$ cat config.mk
export PLATFORM = sky130hd
export DESIGN_NAME = versioned_key_slot_allocator_flat
export DESIGN_NICKNAME = d
export VERILOG_FILES = /design/src/rtl/core/vksa_pkg.sv /design/src/rtl/core/vksa_req_if.sv /design/src/rtl/core/vksa_rsp_if.sv /design/src/rtl/core/vksa_ctrl.sv /design/src/rtl/core/vksa_dp.sv /design/src/rtl/core/versioned_key_slot_allocator.sv /design/src/flat_wrapper.sv
export SDC_FILE = /design/constraint.sdc
export NUM_CORES = 2
export LEC_CHECK = 0
export BUFFER_PORTS_ARGS = -buffer_cell sky130_fd_sc_hd__buf_2
export CORE_MARGIN = 5
export CORE_UTILIZATION = 37
export DETAILED_ROUTE_END_ITERATION = 8
export GPL_ROUTABILITY_DRIVEN = 0
export GPL_TIMING_DRIVEN = 1
export PLACE_DENSITY = 0.62
export SYNTH_ARGS = -nofsm -noshare
export SYNTH_HDL_FRONTEND = slang
export SYNTH_SLANG_ARGS = --single-unit
$ cat constraint.sdc
create_clock -name clk -period 7.25 [get_ports clk]
set_clock_uncertainty 0.1 [all_clocks]
set_input_delay 1.45 -clock clk [delete_from_list [all_inputs] [get_ports clk]]
set_output_delay 1.45 -clock clk [all_outputs]
set_load 0.005 [all_outputs]
$ cat src/rtl/core/vksa_pkg.sv
// ----------------------------------------------------------------------------
// vksa_pkg
// Shared widths, status codes and control types of the versioned key slot
// allocator.
// ----------------------------------------------------------------------------
package vksa_pkg;

    localparam int KEY_W             = 6;
    localparam int HANDLE_W          = 64;
    localparam int VER_W             = 32;
    localparam int STATUS_W          = 2;
    localparam int MAX_SLOTS         = 64;
    localparam int TABLE_DEPTH_DEF   = 64;

    localparam logic CMD_CREATE = 1'b0;
    localparam logic CMD_DELETE = 1'b1;

    localparam logic [STATUS_W-1:0] STS_OK      = 2'd0;
    localparam logic [STATUS_W-1:0] STS_FULL    = 2'd1;
    localparam logic [STATUS_W-1:0] STS_BAD_KEY = 2'd2;

    typedef struct packed {
        logic capture;
        logic commit;
    } vksa_ctl_t;

    function automatic int slot_count(input int depth);
        return (depth < MAX_SLOTS) ? depth : MAX_SLOTS;
    endfunction

endpackage

$ cat src/rtl/core/vksa_req_if.sv
// ----------------------------------------------------------------------------
// vksa_req_if
// Request channel: one command word with its key and destructor handle.
// ----------------------------------------------------------------------------
interface vksa_req_if;
    import vksa_pkg::*;

    logic                valid;
    logic                ready;
    logic                cmd;
    logic [KEY_W-1:0]    key;
    logic [HANDLE_W-1:0] destructor_handle;

    modport source (output valid, output cmd, output key, output destructor_handle,
                    input ready);
    modport sink   (input valid, input cmd, input key, input destructor_handle,
                    output ready);
endinterface

$ cat src/rtl/core/vksa_rsp_if.sv
// ----------------------------------------------------------------------------
// vksa_rsp_if
// Response channel: one result word with status, key and slot version.
// ----------------------------------------------------------------------------
interface vksa_rsp_if;
    import vksa_pkg::*;

    logic                valid;
    logic                ready;
    logic [STATUS_W-1:0] status;
    logic [KEY_W-1:0]    new_key;
    logic [VER_W-1:0]    slot_version;

    modport source (output valid, output status, output new_key, output slot_version,
                    input ready);
    modport sink   (input valid, input status, input new_key, input slot_version,
                    output ready);
endinterface

$ cat src/rtl/core/vksa_ctrl.sv
// ----------------------------------------------------------------------------
// vksa_ctrl
// Controller: accepts one request word while the slot tables are read, then
// commits the update once the response register is free.
// ----------------------------------------------------------------------------
module vksa_ctrl (
    input  logic                clk,
    input  logic                rst_n,
    input  logic                req_valid,
    output logic                req_ready,
    output logic                rsp_valid,
    input  logic                rsp_ready,
    output vksa_pkg::vksa_ctl_t ctl
);
    import vksa_pkg::*;

    typedef enum logic [1:0] {
        ST_IDLE = 2'b01,
        ST_EXEC = 2'b10
    } state_t;

    state_t state_reg;
    state_t state_next;
    logic   rsp_valid_reg;
    logic   rsp_valid_next;
    logic   out_free;

    assign out_free    = !rsp_valid_reg || rsp_ready;
    assign req_ready   = (state_reg == ST_IDLE);
    assign ctl.capture = req_ready && req_valid;
    assign ctl.commit  = (state_reg == ST_EXEC) && out_free;
    assign rsp_valid   = rsp_valid_reg;

    always_comb
    begin
        state_next = state_reg;
        case (state_reg)
            ST_IDLE:
            begin
                if (req_valid)
                begin
                    state_next = ST_EXEC;
                end
            end
            ST_EXEC:
            begin
                if (out_free)
                begin
                    state_next = ST_IDLE;
                end
            end
            default:
            begin
                state_next = ST_IDLE;
            end
        endcase
    end

    always_comb
    begin
        rsp_valid_next = rsp_valid_reg;
        if (ctl.commit)
        begin
            rsp_valid_next = 1'b1;
        end
        else if (rsp_ready)
        begin
            rsp_valid_next = 1'b0;
        end
    end

    always_ff @(posedge clk or negedge rst_n)
    begin
        if (!rst_n)
        begin
            state_reg     <= ST_IDLE;
            rsp_valid_reg <= 1'b0;
        end
        else
        begin
            state_reg     <= state_next;
            rsp_valid_reg <= rsp_valid_next;
        end
    end

endmodule

$ cat src/rtl/core/vksa_dp.sv
// ----------------------------------------------------------------------------
// vksa_dp
// Datapath: free list head, active and touched flags, link, version and
// handle memories, request latch and response register.
// ----------------------------------------------------------------------------
module vksa_dp #(
    parameter int TABLE_DEPTH = vksa_pkg::TABLE_DEPTH_DEF
) (
    input  logic                          clk,
    input  logic                          rst_n,
    input  vksa_pkg::vksa_ctl_t           ctl,
    input  logic                          cmd,
    input  logic [vksa_pkg::KEY_W-1:0]    key,
    input  logic [vksa_pkg::HANDLE_W-1:0] destructor_handle,
    output logic [vksa_pkg::STATUS_W-1:0] status,
    output logic [vksa_pkg::KEY_W-1:0]    new_key,
    output logic [vksa_pkg::VER_W-1:0]    slot_version
);
    import vksa_pkg::*;

    localparam int SLOT_COUNT = slot_count(TABLE_DEPTH);
    localparam int SLOT_W     = $clog2(SLOT_COUNT);
    localparam int HEAD_W     = $clog2(SLOT_COUNT + 1);
    localparam logic [HEAD_W-1:0]  LIST_END  = HEAD_W'(SLOT_COUNT);
    localparam logic [KEY_W:0]     KEY_LIMIT = (KEY_W + 1)'(SLOT_COUNT);

    logic [HEAD_W-1:0]   link_mem [SLOT_COUNT];
    logic [VER_W-1:0]    ver_mem  [SLOT_COUNT];
    logic [HANDLE_W-1:0] hdl_mem  [SLOT_COUNT];

    logic [HEAD_W-1:0]     head_reg;
    logic [HEAD_W-1:0]     head_next;
    logic [SLOT_COUNT-1:0] active_reg;
    logic [SLOT_COUNT-1:0] active_next;
    logic [SLOT_COUNT-1:0] used_reg;
    logic [SLOT_COUNT-1:0] used_next;

    logic                  op_reg;
    logic [SLOT_W-1:0]     slot_reg;
    logic [HANDLE_W-1:0]   handle_reg;
    logic                  fail_reg;
    logic [STATUS_W-1:0]   fail_code_reg;
    logic                  used_rd_reg;
    logic [HEAD_W-1:0]     link_rd_reg;
    logic [VER_W-1:0]      ver_rd_reg;

    logic [STATUS_W-1:0]   status_reg;
    logic [KEY_W-1:0]      new_key_reg;
    logic [VER_W-1:0]      slot_version_reg;

    logic                  key_big;
    logic                  head_end;
    logic                  fail_now;
    logic [STATUS_W-1:0]   fail_code_now;
    logic [SLOT_W-1:0]     addr;
    logic [HEAD_W-1:0]     link_val;
    logic [VER_W-1:0]      ver_val;
    logic [VER_W-1:0]      ver_bumped;
    logic                  do_create;
    logic                  do_delete;

    assign key_big  = ({1'b0, key} >= KEY_LIMIT);
    assign head_end = (head_reg >= LIST_END);

    always_comb
    begin
        addr          = '0;
        fail_now      = 1'b0;
        fail_code_now = STS_OK;
        if (cmd == CMD_CREATE)
        begin
            if (head_end)
            begin
                fail_now      = 1'b1;
                fail_code_now = STS_FULL;
            end
            else
            begin
                addr = head_reg[SLOT_W-1:0];
            end
        end
        else
        begin
            if (key_big)
            begin
                fail_now      = 1'b1;
                fail_code_now = STS_BAD_KEY;
            end
            else
            begin
                addr = key[SLOT_W-1:0];
                if (!active_reg[addr])
                begin
                    fail_now      = 1'b1;
                    fail_code_now = STS_BAD_KEY;
                end
            end
        end
    end

    assign link_val   = used_rd_reg ? link_rd_reg : (HEAD_W'(slot_reg) + HEAD_W'(1));
    assign ver_val    = used_rd_reg ? ver_rd_reg : VER_W'(1);
    assign ver_bumped = ver_val + VER_W'(1);
    assign do_create  = ctl.commit && !fail_reg && (op_reg == CMD_CREATE);
    assign do_delete  = ctl.commit && !fail_reg && (op_reg == CMD_DELETE);

    always_comb
    begin
        head_next   = head_reg;
        active_next = active_reg;
        used_next   = used_reg;
        if (do_create)
        begin
            head_next             = link_val;
            active_next[slot_reg] = 1'b1;
        end
        else if (do_delete)
        begin
            head_next             = HEAD_W'(slot_reg);
            active_next[slot_reg] = 1'b0;
            used_next[slot_reg]   = 1'b1;
        end
    end

    always_ff @(posedge clk or negedge rst_n)
    begin
        if (!rst_n)
        begin
            head_reg   <= '0;
            active_reg <= '0;
            used_reg   <= '0;
        end
        else
        begin
            head_reg   <= head_next;
            active_reg <= active_next;
            used_reg   <= used_next;
        end
    end

    always_ff @(posedge clk)
    begin
        if (ctl.capture)
        begin
            op_reg        <= cmd;
            slot_reg      <= addr;
            handle_reg    <= destructor_handle;
            fail_reg      <= fail_now;
            fail_code_reg <= fail_code_now;
            used_rd_reg   <= used_reg[addr];
            link_rd_reg   <= link_mem[addr];
            ver_rd_reg    <= ver_mem[addr];
        end
    end

    always_ff @(posedge clk)
    begin
        if (do_delete)
        begin
            link_mem[slot_reg] <= head_reg;
            ver_mem[slot_reg]  <= ver_bumped;
        end
    end

    always_ff @(posedge clk)
    begin
        if (do_create)
        begin
            hdl_mem[slot_reg] <= handle_reg;
        end
        else if (do_delete)
        begin
            hdl_mem[slot_reg] <= '0;
        end
    end

    always_ff @(posedge clk)
    begin
        if (ctl.commit)
        begin
            if (fail_reg)
            begin
                status_reg       <= fail_code_reg;
                new_key_reg      <= '0;
                slot_version_reg <= '0;
            end
            else if (op_reg == CMD_CREATE)
            begin
                status_reg       <= STS_OK;
                new_key_reg      <= KEY_W'(slot_reg);
                slot_version_reg <= ver_val;
            end
            else
            begin
                status_reg       <= STS_OK;
                new_key_reg      <= '0;
                slot_version_reg <= ver_bumped;
            end
        end
    end

    assign status       = status_reg;
    assign new_key      = new_key_reg;
    assign slot_version = slot_version_reg;

endmodule

$ cat src/rtl/core/versioned_key_slot_allocator.sv
// ----------------------------------------------------------------------------
// versioned_key_slot_allocator
// Fixed table of key slots handed out from a last-in first-out free list.
//
// A request word on req carries a command (create or delete), a key for
// delete and a destructor handle for create. Each request gives exactly one
// response word on rsp with a status, the new key on a successful create and
// the slot version after the operation.
// Requests are taken one at a time: the slot tables are read when a request
// is accepted and updated when its update is committed, which also loads the
// response register; no new request is accepted before that commit. The
// single read and write port of the link and version memories sets this
// one-at-a-time order.
// When the receiver stalls, the finished word waits in the response register
// while the next request is still accepted; that request then holds in its
// update cycle until the response register is free.
// Reset empties the response register, puts every slot on the free list in
// index order, clears all active marks and sets every version to one. No
// clearing pass is needed.
// ----------------------------------------------------------------------------
module versioned_key_slot_allocator #(
    parameter int TABLE_DEPTH = vksa_pkg::TABLE_DEPTH_DEF
) (
    input  logic       clk,
    input  logic       rst_n,
    vksa_req_if.sink   req,
    vksa_rsp_if.source rsp
);
    import vksa_pkg::*;

    vksa_ctl_t ctl;

    vksa_ctrl u_ctrl (
        .clk       (clk),
        .rst_n     (rst_n),
        .req_valid (req.valid),
        .req_ready (req.ready),
        .rsp_valid (rsp.valid),
        .rsp_ready (rsp.ready),
        .ctl       (ctl)
    );

    vksa_dp #(
        .TABLE_DEPTH (TABLE_DEPTH)
    ) u_dp (
        .clk               (clk),
        .rst_n             (rst_n),
        .ctl               (ctl),
        .cmd               (req.cmd),
        .key               (req.key),
        .destructor_handle (req.destructor_handle),
        .status            (rsp.status),
        .new_key           (rsp.new_key),
        .slot_version      (rsp.slot_version)
    );

    a_one_in_flight: assert property (@(posedge clk) disable iff (!rst_n)
        (req.valid && req.ready) |=> !req.ready)
        else $error("A second request word was accepted during an update.");

    a_commit_fills_rsp: assert property (@(posedge clk) disable iff (!rst_n)
        ctl.commit |=> rsp.valid)
        else $error("A committed update did not produce a response word.");

    a_fail_zero_fields: assert property (@(posedge clk) disable iff (!rst_n)
        (rsp.valid && (rsp.status != STS_OK)) |->
            ((rsp.new_key == '0) && (rsp.slot_version == '0)))
        else $error("A rejected request returned a nonzero key or version.");

    a_status_code: assert property (@(posedge clk) disable iff (!rst_n)
        rsp.valid |-> ((rsp.status == STS_OK) || (rsp.status == STS_FULL) ||
                       (rsp.status == STS_BAD_KEY)))
        else $error("The response word carries an undefined status.");

endmodule
$ cat src/flat_wrapper.sv
// flat-port wrapper written by rule: the top's interface ports become plain ports
module versioned_key_slot_allocator_flat import vksa_pkg::*;
#(
    parameter int TABLE_DEPTH = vksa_pkg::TABLE_DEPTH_DEF
)
  (clk, rst_n, req_valid, req_cmd, req_key, req_destructor_handle, req_ready, rsp_valid, rsp_status, rsp_new_key, rsp_slot_version, rsp_ready);
  vksa_req_if req_i ();
  vksa_rsp_if rsp_i ();
  input  logic clk;
  input  logic rst_n;
  input wire logic [$bits(req_i.valid)-1:0] req_valid;
  input wire logic [$bits(req_i.cmd)-1:0] req_cmd;
  input wire logic [$bits(req_i.key)-1:0] req_key;
  input wire logic [$bits(req_i.destructor_handle)-1:0] req_destructor_handle;
  output wire logic [$bits(req_i.ready)-1:0] req_ready;
  output wire logic [$bits(rsp_i.valid)-1:0] rsp_valid;
  output wire logic [$bits(rsp_i.status)-1:0] rsp_status;
  output wire logic [$bits(rsp_i.new_key)-1:0] rsp_new_key;
  output wire logic [$bits(rsp_i.slot_version)-1:0] rsp_slot_version;
  input wire logic [$bits(rsp_i.ready)-1:0] rsp_ready;
  assign req_i.valid = req_valid;
  assign req_i.cmd = req_cmd;
  assign req_i.key = req_key;
  assign req_i.destructor_handle = req_destructor_handle;
  assign req_ready = req_i.ready;
  assign rsp_valid = rsp_i.valid;
  assign rsp_status = rsp_i.status;
  assign rsp_new_key = rsp_i.new_key;
  assign rsp_slot_version = rsp_i.slot_version;
  assign rsp_i.ready = rsp_ready;
  versioned_key_slot_allocator #(.TABLE_DEPTH(TABLE_DEPTH)) u_core (.clk(clk), .rst_n(rst_n), .req(req_i), .rsp(rsp_i));
endmodule
==> flow_summary_export.csv <==
group,metric,value,unit
outcome,status,"finished, final reports clean",
drt,vias,67430,
drt,wl_per_cell,28.2,um
global_routing,grtUsageTotal,19.6,%
place,place_area,0.116,mm^2
clock_tree,cts.sinks,2724,
synth,netlist_area,0.110,mm^2
global_routing,grt_pass1_vias,65559,
setup_path,crit_type,"primary input to flip-flop",
hold_path,min_path_cells,1,
setup_path,r2r_start,"u_core.u_dp.head_reg[0]",
timing,period_share,71.0,%
clock_tree,ctsResizeCount,0,
synth,synth_simple_gate_area_share,3.63,%
power_and_ir_drop,powerDensity,325,mW/mm^2
floorplanning,dieHeight,554,um
drt,drc_errors,0,
floorplanning,die-area,0.307,mm^2
power_and_ir_drop,leakage,39.7,nW
timing,max_slew.worst_pin.slew,1.45,ns
global_routing,grt_pass1_wl,452,mm
floorplanning,die_w,554,um
global_routing,antenna_found_initial,6,
clock_tree,cts_buffer_depth,4,
hold_path,hp-start,"u_core.u_dp.used_reg[34]",
synth,synthMuxAreaShare,6.31,%
global_routing,gr-total-overflow,0,
setup_path,arrival,5.66,ns
setup_path,r2r-end,"u_core.u_dp.ver_rd_reg[28]",
synth,ys_ff_latch,2724,
setup_path,critPathMaxFanout,54,
synth,synth_compound_area_share,13.1,%
drt,final_antenna_net_count,0,
synth,synth_fa_ha_area_share,0.0229,%
hold_path,hold_end,"u_core.u_dp.used_reg[34]",
drt,wl,313,mm
timing,min_period,5.15,ns
clock_tree,cts_setup_buffers,0,
clock_tree,ctsHoldBuffers,0,
synth,ys_seq_area_share,74.1,%
cells_and_area,drive_gt1_share,13.1,%
synth,synth_top_area_share,70.9,%
timing,relSlewSlack,3.13,%
timing,slew_viol_final,0,
clock_tree,htree_num_levels,5,
setup_path,critPathSlowestCell,"o31ai_1",
global_routing,grt_max_degree,182,
clock_tree,clkTransAtPathRegs,0.06,ns
timing,hold_viol_final,0,
clock_tree,root_buffer,"clkbuf_16",
power_and_ir_drop,vdd_drop_max,0.219,mV
setup_path,r2r_cells,8,
timing,setup_viol,0,
synth,synth.avg_cell_area,15.7,um^2
floorplanning,num_rows,199,
cells_and_area,largest_reg_flops,2048,
synth,postSynth.asyncResetShare,5.07,%
setup_path,crit_chain,"buf_2 > or3b_4 > nand2_4 > buf_12 > mux2i_1 > o22ai_1 > o31ai_1 > o2111ai_1",
floorplanning,io_pins,117,
timing,finalSetupTns,0,ns
drt,drt_pass1_iterations,6,
place,hpwl,171,mm
setup_path,end_kind,"flip-flop",
floorplanning,core_area,0.294,mm^2
setup_path,start_kind,"primary input",
synth,synth_largest_area_cell,"edfxtp_1",
cells_and_area,nFillCells,25940,
synth,yosys_most_used_dff,"edfxtp_1",
synth,synth_area_leaders,"edfxtp_1, mux2i_1, dfrtp_1, o21ai_0, a32o_1",
floorplanning,initial_core_util,37.2,%
cells_and_area,design_area,0.124,mm^2
setup_path,cp.required,7.76,ns
clock_tree,worstSkewPairLatency,0.94,ns
hold_path,hold_path_class,"flip-flop to flip-flop",
setup_path,max_stage_delay,1.02,ns
setup_path,reg2reg_slack,2.32,ns
synth,yosysWarnings,0,
cells_and_area,area_growth,13.5,%
synth,yosys.area_share.xor_xnor,0.416,%
synth,synth_nets,7047,
drt,drt_iter0_markers,8063,
synth,synth_edf_count,2586,
timing,rsz0062_at_grt,"no",
clock_tree,cts_buffers,288,
synth,synth_top_family_by_area,"compound AO/OA/AOI/OAI gates",
synth,netlist_instances,6970,
drt,viasPerCell,6.09,
job,cap_viol_max_count,0,
synth,ys_types,62,
clock_tree,cts_tree,"built",
cells_and_area,nNetsFinal,7032,
timing,max_freq,194,MHz
place,portBuffers,52,
-- cell usage after synthesis, types with 4 or more instances --
master        n
o2111ai_1    36
mux2i_1     657
nand2_1      60
nor2b_1       6
nand4_1      19
or3_1         9
buf_2       144
o21ai_1      19
o22ai_1     481
nand3b_1      5
xor2_1       19
xnor2_1      33
inv_1         8
buf_1        36
mux4_2       14
a21oi_1      33
nor3b_1       4
nor3_1       46
nand2b_1     12
a32o_1      320
edfxtp_1   2586
clkbuf_1    461
and2_1       25
dfrtp_1     137
or2_2        74
a32oi_1     321
nor2_1      163
o21ai_0     679
o31ai_1     166
nand3_1     349
-- routing by layer --
metal / up-vias / global-route usage [%] / share of wire (%)
met1: 34692 / 26.7 / 40
li1: 28524 / - / -
met3: 605 / 4.80 / 10
met5: - / 0 / 0.0074
met4: 4 / 6.24 / 3.0
met2: 3605 / 31.0 / 47
-- layout by cell type (no fill, tap or decap), types with 130 or more instances in the layout --
cell,Yosys,layout
edfxtp_1,2586,2586
o31ai_1,166,166
mux2i_1,657,654
o22ai_1,481,481
dfrtp_1,137,130
buf_4,1,242
a32o_1,320,320
nand3_1,349,349
o21ai_0,679,679
clkbuf_16,0,297
a32oi_1,321,321
-- worst max-delay path by stage --
stage | end | slack, ns | cells after the start | from
6_report | u_core.u_dp.ver_rd_reg[28] | 2.10 | 8 | req_cmd
5_1_grt | u_core.u_dp.ver_rd_reg[28] | 1.91 | 8 | req_cmd
4_1_cts | u_core.u_dp.ver_rd_reg[26] | 2.35 | 8 | req_cmd
3_5_place_dp | u_core.u_dp.ver_rd_reg[26] | 1.35 | 8 | req_cmd
3_3_place_gp | u_core.u_dp.ver_rd_reg[28] | 1.35 | 8 | req_cmd
2_1_floorplan | u_core.u_dp.ver_mem[0][22] | 1.27 | 10 | u_core.u_dp.used_rd_reg
-- power breakdown --
part           switching, mW  leakage (nW)  internal, mW  total, mW
clock                   5.81          4.26          7.96       13.8
sequential             0.186          25.3          18.5       18.7
combinational           5.57          10.2          2.37       7.94
-- cells by family after synthesis --
| logic type | count (synthesis) |
|---|---|
| AO/OA/AOI/OAI | 2073 |
| XOR/XNOR | 52 |
| adder cells (fa/ha/maj) | 2 |
| buffers and inverters | 652 |
| flip-flops | 2724 |
| multiplexers | 673 |
| AND/OR/NAND/NOR | 794 |
-- per-stage QoR --
stage / worst slack [ns] / total power [mW] / std cells / util [%] / hold slack [ns]
6_report: 2.10 / 40.4 / 11080 / 42.2 / 0.362
5_1_grt: 1.91 / 41.7 / 11078 / 42.2 / 0.374
4_1_cts: 2.35 / 40.5 / 11078 / 42.2 / 0.361
3_5_place_dp: 1.35 / 26.8 / 10584 / 39.3 / 0.347
3_3_place_gp: 1.35 / 26.6 / 10584 / 39.3 / 0.344
2_1_floorplan: 1.27 / 23.8 / 6970 / - / 0.332
-- worst max-delay path: cells and delay by family --
family	cells	cell delay [ns]
buffers and inverters	2	0.98
AOI/OAI and AO/OA	3	1.35
and+or+nand+nor	2	1.57
muxes	1	0.20
-- area by class of cell --
class	count	area (um^2)	area share [%]
repair buffers	338	2960	2.38
diodes	2	5.00	0.00403
flip-flops and latches	2724	81100	65.3
well taps	3919	4900	3.94
multi-input cells	3594	26600	21.4
clock inverters	126	903	0.727
clock buffers	368	7790	6.27
inverters	9	33.8	0.0272
Note: power is estimated with default switching activity, not from simulation.
